**src/rtl/bpa_pkg.sv**
```systemverilog
package bpa_pkg;

  localparam int MAX_PAGES  = 1024;
  localparam int PAGE_BYTES = 4096;
  localparam int PAGE_SHIFT = $clog2(PAGE_BYTES);

  localparam int ADDR_W = 32;
  localparam int CNT_W  = 11;
  localparam int POOL_W = 11;
  localparam int STAT_W = 2;

  localparam int POOL_RESET = 1024;

  // used map is kept as 32-bit words
  localparam int WORD_BITS = 32;
  localparam int BIT_W     = $clog2(WORD_BITS);
  localparam int WORDS     = (MAX_PAGES + WORD_BITS - 1) / WORD_BITS;
  localparam int WADDR_W   = (WORDS > 1) ? $clog2(WORDS) : 1;
  localparam int PG_W      = WADDR_W + BIT_W;
  localparam int POS_W     = PG_W + 1;
  localparam int CMP_W     = ((POS_W > CNT_W) ? POS_W : CNT_W) + 1;
  localparam int FREE_W    = ADDR_W - PAGE_SHIFT;
  localparam int FCMP_W    = ((FREE_W > CNT_W) ? FREE_W : CNT_W) + 1;

  localparam logic [STAT_W-1:0] ST_DONE   = 2'd0;
  localparam logic [STAT_W-1:0] ST_NOROOM = 2'd1;
  localparam logic [STAT_W-1:0] ST_BAD    = 2'd2;

  localparam logic OP_ALLOC = 1'b0;
  localparam logic OP_FREE  = 1'b1;

  localparam int CFG_IDX_W = 1;
  localparam logic [CFG_IDX_W-1:0] REG_BASE_ADDRESS = 1'd0;
  localparam logic [CFG_IDX_W-1:0] REG_POOL_PAGES   = 1'd1;

  typedef struct packed {
    logic              load_item;
    logic              scan_start;
    logic              scan_run;
    logic              mark_start;
    logic              mark_read;
    logic              mark_write;
    logic              clear_step;
    logic              out_load;
    logic [STAT_W-1:0] out_status;
  } bpa_cmd_t;

  typedef struct packed {
    logic op_free;
    logic cnt_zero;
    logic alloc_bad;
    logic free_bad;
    logic scan_valid;
    logic scan_hit;
    logic scan_last;
    logic mark_last;
    logic clear_last;
  } bpa_sts_t;

endpackage

```
**src/rtl/bpa_ifs.sv**
```systemverilog
interface bpa_req_if;
  logic                           valid;
  logic                           ready;
  logic                           op;
  logic [bpa_pkg::ADDR_W-1:0]     address;
  logic [bpa_pkg::CNT_W-1:0]      page_count;
  modport source (output valid, op, address, page_count, input ready);
  modport sink   (input valid, op, address, page_count, output ready);
endinterface

interface bpa_rsp_if;
  logic                           valid;
  logic                           ready;
  logic [bpa_pkg::ADDR_W-1:0]     start_address;
  logic [bpa_pkg::STAT_W-1:0]     status;
  modport source (output valid, start_address, status, input ready);
  modport sink   (input valid, start_address, status, output ready);
endinterface

interface bpa_cfg_if;
  logic                           valid;
  logic                           ready;
  logic [bpa_pkg::CFG_IDX_W-1:0]  index;
  logic [bpa_pkg::ADDR_W-1:0]     data;
  modport source (output valid, index, data, input ready);
  modport sink   (input valid, index, data, output ready);
endinterface

```
**src/rtl/bpa_ram.sv**
```systemverilog
module bpa_ram #(
  parameter int WIDTH = 32,
  parameter int DEPTH = 32
) (
  input  logic                                     clk,
  input  logic                                     we,
  input  logic [((DEPTH > 1) ? $clog2(DEPTH) : 1)-1:0] waddr,
  input  logic [WIDTH-1:0]                         wdata,
  input  logic [((DEPTH > 1) ? $clog2(DEPTH) : 1)-1:0] raddr,
  output logic [WIDTH-1:0]                         rdata
);

  logic [WIDTH-1:0] mem [DEPTH];

  always_ff @(posedge clk) begin
    if (we) begin
      mem[waddr] <= wdata;
    end
    rdata <= mem[raddr];
  end

endmodule

```
**src/rtl/bpa_datapath.sv**
```systemverilog
module bpa_datapath (
  input  logic                            clk,
  input  logic                            rst,
  input  bpa_pkg::bpa_cmd_t               cmd,
  output bpa_pkg::bpa_sts_t               sts,
  input  logic                            in_op,
  input  logic [bpa_pkg::ADDR_W-1:0]      in_address,
  input  logic [bpa_pkg::CNT_W-1:0]       in_page_count,
  input  logic                            cfg_we,
  input  logic [bpa_pkg::CFG_IDX_W-1:0]   cfg_index,
  input  logic [bpa_pkg::ADDR_W-1:0]      cfg_data,
  output logic [bpa_pkg::ADDR_W-1:0]      out_start_address,
  output logic [bpa_pkg::STAT_W-1:0]      out_status
);

  localparam int WB = bpa_pkg::WORD_BITS;
  localparam int BW = bpa_pkg::BIT_W;

  // configuration
  logic [bpa_pkg::ADDR_W-1:0] base_address;
  logic [bpa_pkg::POOL_W-1:0] pool_pages;

  // latched item
  logic                        op;
  logic [bpa_pkg::CNT_W-1:0]   count;
  logic                        below;
  logic [bpa_pkg::FREE_W-1:0]  start_pg;

  // scan
  logic [bpa_pkg::WADDR_W-1:0] rd_ptr;
  logic [bpa_pkg::WADDR_W-1:0] proc_w;
  logic                        pend;
  logic [bpa_pkg::POS_W-1:0]   run_start;
  logic [bpa_pkg::POS_W-1:0]   found;

  // mark / clear
  logic [bpa_pkg::PG_W-1:0]    lo;
  logic [bpa_pkg::PG_W-1:0]    hi;
  logic [bpa_pkg::WADDR_W-1:0] ptr;
  logic [bpa_pkg::WADDR_W-1:0] clr_ptr;

  // memory port
  logic                        ram_we;
  logic [bpa_pkg::WADDR_W-1:0] ram_waddr;
  logic [WB-1:0]               ram_wdata;
  logic [bpa_pkg::WADDR_W-1:0] ram_raddr;
  logic [WB-1:0]               ram_rdata;

  logic [bpa_pkg::POS_W-1:0]   size;
  logic [bpa_pkg::POS_W-1:0]   size_m1;
  logic [bpa_pkg::ADDR_W-1:0]  addr_diff;

  logic [bpa_pkg::POS_W-1:0]   gpos  [WB];
  logic [WB-1:0]               used;
  logic                        pv    [BW+1][WB];
  logic [bpa_pkg::POS_W-1:0]   ps    [BW+1][WB];
  logic [bpa_pkg::POS_W-1:0]   run_s [WB];
  logic [WB-1:0]               hit;
  logic [BW-1:0]               hit_sel;

  logic [bpa_pkg::PG_W-1:0]    lo_src;
  logic [bpa_pkg::CMP_W-1:0]   hi_sum;
  logic [BW-1:0]               lo_off;
  logic [BW-1:0]               hi_off;
  logic [WB-1:0]               mask;
  logic [WB-1:0]               merged;

  bpa_ram #(
    .WIDTH (WB),
    .DEPTH (bpa_pkg::WORDS)
  ) u_map (
    .clk   (clk),
    .we    (ram_we),
    .waddr (ram_waddr),
    .wdata (ram_wdata),
    .raddr (ram_raddr),
    .rdata (ram_rdata)
  );

  always_comb begin
    if (32'(pool_pages) > 32'(bpa_pkg::MAX_PAGES)) begin
      size = bpa_pkg::POS_W'(bpa_pkg::MAX_PAGES);
    end else begin
      size = bpa_pkg::POS_W'(pool_pages);
    end
    size_m1   = size - bpa_pkg::POS_W'(1);
    addr_diff = in_address - base_address;
  end

  // Run search over one word: a run ending at bit j started just after the
  // nearest used bit at or below j, else at the carried run start.
  always_comb begin
    for (int j = 0; j < WB; j++) begin
      gpos[j]  = {1'b0, proc_w, BW'(j)};
      used[j]  = ram_rdata[j] | (gpos[j] >= size);
      pv[0][j] = used[j];
      ps[0][j] = gpos[j] + bpa_pkg::POS_W'(1);
    end
    for (int l = 0; l < BW; l++) begin
      for (int j = 0; j < WB; j++) begin
        if (j >= (1 << l) && !pv[l][j]) begin
          pv[l+1][j] = pv[l][j - (1 << l)];
          ps[l+1][j] = ps[l][j - (1 << l)];
        end else begin
          pv[l+1][j] = pv[l][j];
          ps[l+1][j] = ps[l][j];
        end
      end
    end
    for (int j = 0; j < WB; j++) begin
      run_s[j] = pv[BW][j] ? ps[BW][j] : run_start;
      hit[j]   = !used[j] &&
                 (bpa_pkg::CMP_W'(gpos[j]) + bpa_pkg::CMP_W'(1) >=
                  bpa_pkg::CMP_W'(run_s[j]) + bpa_pkg::CMP_W'(count));
    end
    hit_sel = '0;
    for (int j = WB - 1; j >= 0; j--) begin
      if (hit[j]) begin
        hit_sel = BW'(j);
      end
    end
  end

  // range to set or clear, one word per read-modify-write
  always_comb begin
    lo_src = (op == bpa_pkg::OP_FREE) ? start_pg[bpa_pkg::PG_W-1:0]
                                      : found[bpa_pkg::PG_W-1:0];
    hi_sum = bpa_pkg::CMP_W'(lo_src) + bpa_pkg::CMP_W'(count) - bpa_pkg::CMP_W'(1);
    lo_off = (ptr == lo[bpa_pkg::PG_W-1:BW]) ? lo[BW-1:0] : '0;
    hi_off = (ptr == hi[bpa_pkg::PG_W-1:BW]) ? hi[BW-1:0] : BW'(WB - 1);
    mask   = ({WB{1'b1}} << lo_off) & ({WB{1'b1}} >> (BW'(WB - 1) - hi_off));
    merged = (op == bpa_pkg::OP_FREE) ? (ram_rdata & ~mask) : (ram_rdata | mask);

    ram_we    = cmd.clear_step | cmd.mark_write;
    ram_waddr = cmd.clear_step ? clr_ptr : ptr;
    ram_wdata = cmd.clear_step ? '0 : merged;
    ram_raddr = cmd.mark_read ? ptr : rd_ptr;
  end

  always_comb begin
    sts.op_free    = (op == bpa_pkg::OP_FREE);
    sts.cnt_zero   = (count == '0);
    sts.alloc_bad  = bpa_pkg::CMP_W'(count) > bpa_pkg::CMP_W'(size);
    sts.free_bad   = below ||
                     (bpa_pkg::FCMP_W'(start_pg) + bpa_pkg::FCMP_W'(count) >
                      bpa_pkg::FCMP_W'(size));
    sts.scan_valid = pend;
    sts.scan_hit   = |hit;
    sts.scan_last  = (proc_w == size_m1[bpa_pkg::PG_W-1:BW]);
    sts.mark_last  = (ptr == hi[bpa_pkg::PG_W-1:BW]);
    sts.clear_last = (clr_ptr == bpa_pkg::WADDR_W'(bpa_pkg::WORDS - 1));
  end

  always_ff @(posedge clk) begin
    if (rst) begin
      base_address <= '0;
      pool_pages   <= bpa_pkg::POOL_W'(bpa_pkg::POOL_RESET);
      pend         <= 1'b0;
      clr_ptr      <= '0;
    end else begin
      if (cfg_we) begin
        unique case (cfg_index)
          bpa_pkg::REG_BASE_ADDRESS: base_address <= cfg_data;
          bpa_pkg::REG_POOL_PAGES:   pool_pages   <= cfg_data[bpa_pkg::POOL_W-1:0];
          default: ;
        endcase
      end
      if (cmd.scan_start) begin
        pend <= 1'b0;
      end else if (cmd.scan_run) begin
        pend <= 1'b1;
      end
      if (cmd.clear_step) begin
        clr_ptr <= clr_ptr + bpa_pkg::WADDR_W'(1);
      end
    end
  end

  always_ff @(posedge clk) begin
    if (cmd.load_item) begin
      op       <= in_op;
      count    <= in_page_count;
      below    <= in_address < base_address;
      start_pg <= addr_diff[bpa_pkg::ADDR_W-1:bpa_pkg::PAGE_SHIFT];
    end
    if (cmd.scan_start) begin
      rd_ptr    <= '0;
      run_start <= '0;
    end else if (cmd.scan_run) begin
      rd_ptr <= rd_ptr + bpa_pkg::WADDR_W'(1);
      proc_w <= rd_ptr;
      if (pend) begin
        run_start <= run_s[WB-1];
        if (|hit) begin
          found <= run_s[hit_sel];
        end
      end
    end
    if (cmd.mark_start) begin
      lo  <= lo_src;
      hi  <= hi_sum[bpa_pkg::PG_W-1:0];
      ptr <= lo_src[bpa_pkg::PG_W-1:BW];
    end else if (cmd.mark_write) begin
      ptr <= ptr + bpa_pkg::WADDR_W'(1);
    end
    if (cmd.out_load) begin
      out_status <= cmd.out_status;
      if (cmd.out_status == bpa_pkg::ST_DONE && op == bpa_pkg::OP_ALLOC) begin
        out_start_address <= base_address +
                             bpa_pkg::ADDR_W'(found) *
                             bpa_pkg::ADDR_W'(bpa_pkg::PAGE_BYTES);
      end else begin
        out_start_address <= '0;
      end
    end
  end

endmodule

```
**src/rtl/bpa_ctrl.sv**
```systemverilog
module bpa_ctrl (
  input  logic              clk,
  input  logic              rst,
  input  logic              in_valid,
  output logic              in_ready,
  output logic              out_valid,
  input  logic              out_ready,
  output bpa_pkg::bpa_cmd_t cmd,
  input  bpa_pkg::bpa_sts_t sts
);

  localparam logic [2:0] S_CLEAR = 3'd0;
  localparam logic [2:0] S_IDLE  = 3'd1;
  localparam logic [2:0] S_CHECK = 3'd2;
  localparam logic [2:0] S_SCAN  = 3'd3;
  localparam logic [2:0] S_MSET  = 3'd4;
  localparam logic [2:0] S_MRD   = 3'd5;
  localparam logic [2:0] S_MWR   = 3'd6;
  localparam logic [2:0] S_RESP  = 3'd7;

  logic [2:0]                  state;
  logic [2:0]                  state_next;
  logic [bpa_pkg::STAT_W-1:0]  code;
  logic [bpa_pkg::STAT_W-1:0]  code_next;

  assign in_ready = (state == S_IDLE);

  always_comb begin
    cmd        = '0;
    state_next = state;
    code_next  = code;
    unique case (state)
      S_CLEAR: begin
        cmd.clear_step = 1'b1;
        if (sts.clear_last) begin
          state_next = S_IDLE;
        end
      end
      S_IDLE: begin
        if (in_valid) begin
          cmd.load_item = 1'b1;
          state_next    = S_CHECK;
        end
      end
      S_CHECK: begin
        if (sts.cnt_zero) begin
          code_next  = bpa_pkg::ST_BAD;
          state_next = S_RESP;
        end else if (sts.op_free) begin
          if (sts.free_bad) begin
            code_next  = bpa_pkg::ST_BAD;
            state_next = S_RESP;
          end else begin
            state_next = S_MSET;
          end
        end else if (sts.alloc_bad) begin
          code_next  = bpa_pkg::ST_BAD;
          state_next = S_RESP;
        end else begin
          cmd.scan_start = 1'b1;
          state_next     = S_SCAN;
        end
      end
      S_SCAN: begin
        cmd.scan_run = 1'b1;
        if (sts.scan_valid) begin
          if (sts.scan_hit) begin
            state_next = S_MSET;
          end else if (sts.scan_last) begin
            code_next  = bpa_pkg::ST_NOROOM;
            state_next = S_RESP;
          end
        end
      end
      S_MSET: begin
        cmd.mark_start = 1'b1;
        state_next     = S_MRD;
      end
      S_MRD: begin
        cmd.mark_read = 1'b1;
        state_next    = S_MWR;
      end
      S_MWR: begin
        cmd.mark_write = 1'b1;
        if (sts.mark_last) begin
          code_next  = bpa_pkg::ST_DONE;
          state_next = S_RESP;
        end else begin
          state_next = S_MRD;
        end
      end
      S_RESP: begin
        // output slot must be free or draining this cycle
        if (!out_valid || out_ready) begin
          cmd.out_load   = 1'b1;
          cmd.out_status = code;
          state_next     = S_IDLE;
        end
      end
      default: state_next = S_IDLE;
    endcase
  end

  always_ff @(posedge clk) begin
    if (rst) begin
      state     <= S_CLEAR;
      code      <= bpa_pkg::ST_DONE;
      out_valid <= 1'b0;
    end else begin
      state <= state_next;
      code  <= code_next;
      if (cmd.out_load) begin
        out_valid <= 1'b1;
      end else if (out_ready) begin
        out_valid <= 1'b0;
      end
    end
  end

endmodule

```
**src/rtl/bitmap_page_allocator_unit.sv**
```systemverilog
// Channel   Role    Payload
// req       sink    op, address, page_count
// rsp       source  start_address, status
// cfg       sink    index, data (0 base_address, 1 pool_pages)
//
// One request at a time. After acceptance a check state runs, then allocate scans the
// used map one 32-page word per cycle up to the first fit, behind the registered RAM
// read; marking or freeing takes a set-up state, then a read and a write per map word
// the run touches, and a response state loads the result.
// After reset the map RAM is swept to zero, one word per cycle (WORDS = 32 words);
// req.ready stays low meanwhile, cfg is always ready.
// The result sits in an output register; a stalled rsp holds the next request
// only once that request has its own result ready.
module bitmap_page_allocator_unit (
  input logic      clk,
  input logic      rst,
  bpa_req_if.sink  req,
  bpa_rsp_if.source rsp,
  bpa_cfg_if.sink  cfg
);

  bpa_pkg::bpa_cmd_t cmd;
  bpa_pkg::bpa_sts_t sts;

  assign cfg.ready = 1'b1;

  bpa_ctrl u_ctrl (
    .clk       (clk),
    .rst       (rst),
    .in_valid  (req.valid),
    .in_ready  (req.ready),
    .out_valid (rsp.valid),
    .out_ready (rsp.ready),
    .cmd       (cmd),
    .sts       (sts)
  );

  bpa_datapath u_datapath (
    .clk               (clk),
    .rst               (rst),
    .cmd               (cmd),
    .sts               (sts),
    .in_op             (req.op),
    .in_address        (req.address),
    .in_page_count     (req.page_count),
    .cfg_we            (cfg.valid),
    .cfg_index         (cfg.index),
    .cfg_data          (cfg.data),
    .out_start_address (rsp.start_address),
    .out_status        (rsp.status)
  );

endmodule
```
**src/flat_wrapper.sv**
```systemverilog
// flat-port wrapper written by rule: the top's interface ports become plain ports
module bitmap_page_allocator_unit_flat 
  (clk, rst, req_valid, req_op, req_address, req_page_count, req_ready, rsp_valid, rsp_start_address, rsp_status, rsp_ready, cfg_valid, cfg_index, cfg_data, cfg_ready);
  bpa_req_if req_i ();
  bpa_rsp_if rsp_i ();
  bpa_cfg_if cfg_i ();
  input logic clk;
  input logic rst;
  input wire logic [$bits(req_i.valid)-1:0] req_valid;
  input wire logic [$bits(req_i.op)-1:0] req_op;
  input wire logic [$bits(req_i.address)-1:0] req_address;
  input wire logic [$bits(req_i.page_count)-1:0] req_page_count;
  output wire logic [$bits(req_i.ready)-1:0] req_ready;
  output wire logic [$bits(rsp_i.valid)-1:0] rsp_valid;
  output wire logic [$bits(rsp_i.start_address)-1:0] rsp_start_address;
  output wire logic [$bits(rsp_i.status)-1:0] rsp_status;
  input wire logic [$bits(rsp_i.ready)-1:0] rsp_ready;
  input wire logic [$bits(cfg_i.valid)-1:0] cfg_valid;
  input wire logic [$bits(cfg_i.index)-1:0] cfg_index;
  input wire logic [$bits(cfg_i.data)-1:0] cfg_data;
  output wire logic [$bits(cfg_i.ready)-1:0] cfg_ready;
  assign req_i.valid = req_valid;
  assign req_i.op = req_op;
  assign req_i.address = req_address;
  assign req_i.page_count = req_page_count;
  assign req_ready = req_i.ready;
  assign rsp_valid = rsp_i.valid;
  assign rsp_start_address = rsp_i.start_address;
  assign rsp_status = rsp_i.status;
  assign rsp_i.ready = rsp_ready;
  assign cfg_i.valid = cfg_valid;
  assign cfg_i.index = cfg_index;
  assign cfg_i.data = cfg_data;
  assign cfg_ready = cfg_i.ready;
  bitmap_page_allocator_unit u_core (.clk(clk), .rst(rst), .req(req_i), .rsp(rsp_i), .cfg(cfg_i));
endmodule
```
**config.mk**
```make
export PLATFORM = sky130hd
export DESIGN_NAME = bitmap_page_allocator_unit_flat
export DESIGN_NICKNAME = d
export VERILOG_FILES = /design/src/rtl/bpa_pkg.sv /design/src/rtl/bpa_ifs.sv /design/src/rtl/bpa_ram.sv /design/src/rtl/bpa_datapath.sv /design/src/rtl/bpa_ctrl.sv /design/src/rtl/bitmap_page_allocator_unit.sv /design/src/flat_wrapper.sv
export SDC_FILE = /design/constraint.sdc
export NUM_CORES = 2
export LEC_CHECK = 0
export ABC_AREA = 1
export BUFFER_PORTS_ARGS = -buffer_cell sky130_fd_sc_hd__buf_2
export CAP_MARGIN = 40
export CORE_ASPECT_RATIO = 0.6
export CORE_MARGIN = 10
export CORE_UTILIZATION = 30
export DETAILED_ROUTE_END_ITERATION = 6
export GPL_TIMING_DRIVEN = 0
export SLEW_MARGIN = 30
export SYNTH_ARGS = -nofsm -noshare
export SYNTH_HDL_FRONTEND = slang
export SYNTH_SLANG_ARGS = --single-unit
export TNS_END_PERCENT = 50
```
**constraint.sdc**
```tcl
create_clock -name clk -period 9.8 [get_ports clk]
set_input_delay 1.96 -clock clk [delete_from_list [all_inputs] [get_ports clk]]
set_output_delay 1.96 -clock clk [all_outputs]
set_load 0.05 [all_outputs]
```
==> qor.yml <==
wl_microns: 500000
crit_end: "u_core.u_datapath.found[5]$_DFFE_PP_"
switching_power_mw: 24.2
rsz0062_at_grt: "true"
worst_slew_pin_slew_ns: 1.05
ys_types: 64
syn_inst: 8823
cpMostUsedCell: "nand2_1"
worstReg2RegEnd: "u_core.u_datapath.found[5]$_DFFE_PP_"
grt_pass1_wl_microns: 646000
grt_overflow: 0
multi_input_area_sq_mm: 0.0414
clkLatencyLatePin_ns: 0.78
clockPowerShare_pct: 10.6
die-area_sq_mm: 0.282
grt_start_max_net_pins: 26
cp.arrival_ns: 11.82
initial_utilization_pct: 30.1
endpoint_kind: "flip-flop"
io_buffers: 116
rrSetupSlack_ns: -1.39
syn-num-nets: 9557
cts.sinks: 1235
drt-initial-drc-count: 14100
synthAdderAreaFrac_pct: 10.8
cts-root-buf: "clkbuf_16"
grt_antenna_before_repair: 42
switching_share_pct: 57.5
coreArea_sq_mm: 0.260
syn-mean-instance-area_sq_um: 8.87
synth_top_area_share_pct: 43.4
ir_drop_mv: 0.297
firstDrtPassIters: 7
netlist_top_cells_area: "edfxtp_1 (43%), ha_1 (9.9%), o21ai_0 (6.3%)"
rows: 145
die_w_microns: 679
syn_area_sq_mm: 0.0783
fin_ws_ns: -1.39
grt_usage_pct: 33.5
power.density_mw_per_mm2: 419
critPathLaunch: "u_core.u_datapath.pool_pages[9]$_SDFFE_PP0P_"
period_share_pct: 114
drc: 14
hp-class: "flip-flop to flip-flop"
clockBufferDepth: 3
fmax_mhz: 89.4
leakagePower_nw: 39.1
ctsHoldBuffers: 0
gp_congestion: 1.08
setup_viol: 11
synth.mux.area_fraction_pct: 0
routed_via_density: 6.00
drive_gt1_share_pct: 19.2
seq_power_share_pct: 18.3
combPwrFrac_pct: 71.1
finalPower_mw: 42.1
cp.required_ns: 10.43
drv_slew: 0
synthFlopType: "edfxtp_1"
pin_count: 119
ant_nets: 0
ys_warn_count: 0
nFillCells: 25800
violations: "DRC, setup timing"
numCtsBuffers: 110
yosys.area_share.simple_pct: 16.6
synth-edff-count: 1132
path_class: "flip-flop to flip-flop"
fin_worst_skew_ns: 0.0721
timing.rr.start: "u_core.u_datapath.pool_pages[9]$_SDFFE_PP0P_"
die-height_microns: 416
final-seq-area_sq_mm: 0.0361
final_nets: 10500
cts_tree: "done"
final_util_pct: 38.7
synth_most_common_cell: "edfxtp_1"
synth_top_family_by_area: "compound AO/OA/AOI/OAI gates"
ys_seq_elements: 1235
synth_compound_area_share_pct: 16.9
ys_top_cells_by_count: "edfxtp_1 (1,132), nand2_1 (1,128), nor2_1 (1,114)"
hold_violations: 0
grt_pass1_vias: 70100
area_growth_pct: 28.5
crit_slowest_cell: "a311oi_2"
vias: 79800
synth-async-reset-ratio_pct: 0
cp-start-kind: "flip-flop"
internal_power_mw: 17.9
status: "finished with violations"
reg2reg_depth: 69
finalCriticalPeriod_ns: 11.19
cpPeakStageDelay_ns: 0.69
cts_htree_levels: 3
wl_per_cell_microns: 37.5
clk_transition_reported_paths_ns: 0.07
dp_hpwl_microns: 404000
yosysSeqAreaShare_pct: 46.1
slew_headroom_pct: 29.9
maxCapViolCount: 0
synth_top_area_cell: "edfxtp_1"
cp_max_fo: 10
synthXorXnorAreaFrac_pct: 3.17
## worst min path at each step
| stage | start | endpoint | slack, ns | cells after the start |
|---|---|---|---|---|
| 2_1_floorplan | u_core.u_datapath.pool_pages[5]$_SDFFE_PP0P_ | u_core.u_datapath.pool_pages[5]$_SDFFE_PP0P_ | 0.44 | 2 |
| 3_3_place_gp | u_core.u_datapath.pool_pages[5]$_SDFFE_PP0P_ | u_core.u_datapath.pool_pages[5]$_SDFFE_PP0P_ | 0.46 | 2 |
| 3_5_place_dp | u_core.u_datapath.pool_pages[5]$_SDFFE_PP0P_ | u_core.u_datapath.pool_pages[5]$_SDFFE_PP0P_ | 0.47 | 2 |
| 4_1_cts | u_core.u_datapath.rd_ptr[1]$_SDFFE_PP0P_ | u_core.u_datapath.proc_w[1]$_DFFE_PP_ | 0.49 | 0 |
| 5_1_grt | u_core.u_datapath.rd_ptr[4]$_SDFFE_PP0P_ | u_core.u_datapath.proc_w[4]$_DFFE_PP_ | 0.51 | 0 |
| 6_report | u_core.u_datapath.rd_ptr[4]$_SDFFE_PP0P_ | u_core.u_datapath.proc_w[4]$_DFFE_PP_ | 0.49 | 0 |
## through the flow
stage | hold WS (ns) | setup TNS (ns) | std cells | instance area, sq um | setup WS [ns]
3_5_place_dp | 0.465 | -114.01 | 12700 | 89800 | -6.06
2_1_floorplan | 0.445 | 0 | 8823 | 78300 | 1.19
4_1_cts | 0.492 | -10.12 | 13100 | 97700 | -1.02
6_report | 0.491 | -13.76 | 13300 | 101000 | -1.39
5_1_grt | 0.513 | -15.85 | 13300 | 101000 | -1.58
3_3_place_gp | 0.464 | -262.90 | 12400 | 83200 | -10.89
## state kept, by name, summed over array words and instances (netlist names)
register,cells
u_core.u_datapath.u_map.rdata,32
u_core.u_datapath.count,11
u_core.u_ctrl.code,2
u_core.u_datapath.op,1
u_core.u_datapath.run_start,11
u_core.u_datapath.lo,10
u_core.u_datapath.below,1
u_core.u_datapath.out_start_address,32
u_core.u_datapath.rd_ptr,5
u_core.u_datapath.start_pg,20
u_core.u_datapath.proc_w,5
u_core.u_datapath.ptr,5
u_core.u_ctrl.out_valid,1
u_core.u_datapath.out_status,2
u_core.u_datapath.pend,1
u_core.u_ctrl.state,3
u_core.u_datapath.pool_pages,11
u_core.u_datapath.hi,10
u_core.u_datapath.u_map.mem,1024
u_core.u_datapath.clr_ptr,5
u_core.u_datapath.base_address,32
u_core.u_datapath.found,11
## per-layer routing
layer,GRT usage (%),up-vias,part of all wire [%]
met5,2.28,-,0.37
met4,5.83,40,2.3
met3,21.0,702,19
met2,37.7,6139,33
met1,51.2,39800,46
li1,-,33100,-
## what timing repair did
item,in CTS,in global routing
hold endpoints to repair,0,0
pin swaps,109,147
endpoints found under the setup margin,27,27
gates resized for setup,716,395
gates cloned,4,0
setup buffers,165,144
## cell families (layout without fill, tap and decap cells)
logic type | after synthesis | count (layout)
AOI/OAI and AO/OA | 2256 | 2256
xor gates and xnor gates | 283 | 283
adders and majority gates | 652 | 652
buffers and inverters | 1320 | 2319
DFF | 1235 | 1235
other | 1 | 29
and+or+nand+nor | 3076 | 3076
## final cells by class
type | count | share of cell area [%]
flip-flops and latches | 1235 | 35.8
inverters | 927 | 3.70
repair buffers | 797 | 9.25
clock inverters | 54 | 0.536
clock buffers | 149 | 3.00
plain buffers | 392 | 2.13
well taps | 3454 | 4.30
diodes | 28 | 0.0696
multi-input cells | 6268 | 41.2
## layout by cell type, fill, tap and decap left out, drive strengths merged, types with 76 or more instances in the layout
cell	n
a31oi	81
edfxtp	1132
inv	889
clkbuf	482
a21oi	551
ha	617
nor3	76
buf	853
nand3	544
o21ai	1004
o221ai	209
nand2	1132
nor2	1138
o211ai	88
xor2	199
xnor2	84
dfxtp	103
o22ai	94
## power by group through the flow
| stage | Clock, mW | Sequential [mW] | Combinational, mW |
|---|---|---|---|
| after CTS | 4.45 | 7.68 | 26.6 |
| after detailed placement | 0 | 7.77 | 23.5 |
| after global routing | 4.67 | 7.74 | 29.8 |
| final | 4.45 | 7.70 | 30.0 |
| after global placement | 0 | 8.18 | 21.5 |
| after floorplan | 0 | 7.73 | 10.0 |
## worst max-delay path: cells and delay by family, from the launching register on
| kind | cells | cell delay [ns] |
|---|---|---|
| XOR/XNOR | 1 | 0.16 |
| flip-flops | 1 | 0.36 |
| AO/OA/AOI/OAI | 5 | 1.30 |
| AND/OR/NAND/NOR | 43 | 5.92 |
| buffers and inverters | 16 | 1.96 |
| adder cells (fa/ha/maj) | 4 | 1.24 |
(Power assumes the default switching activity.)
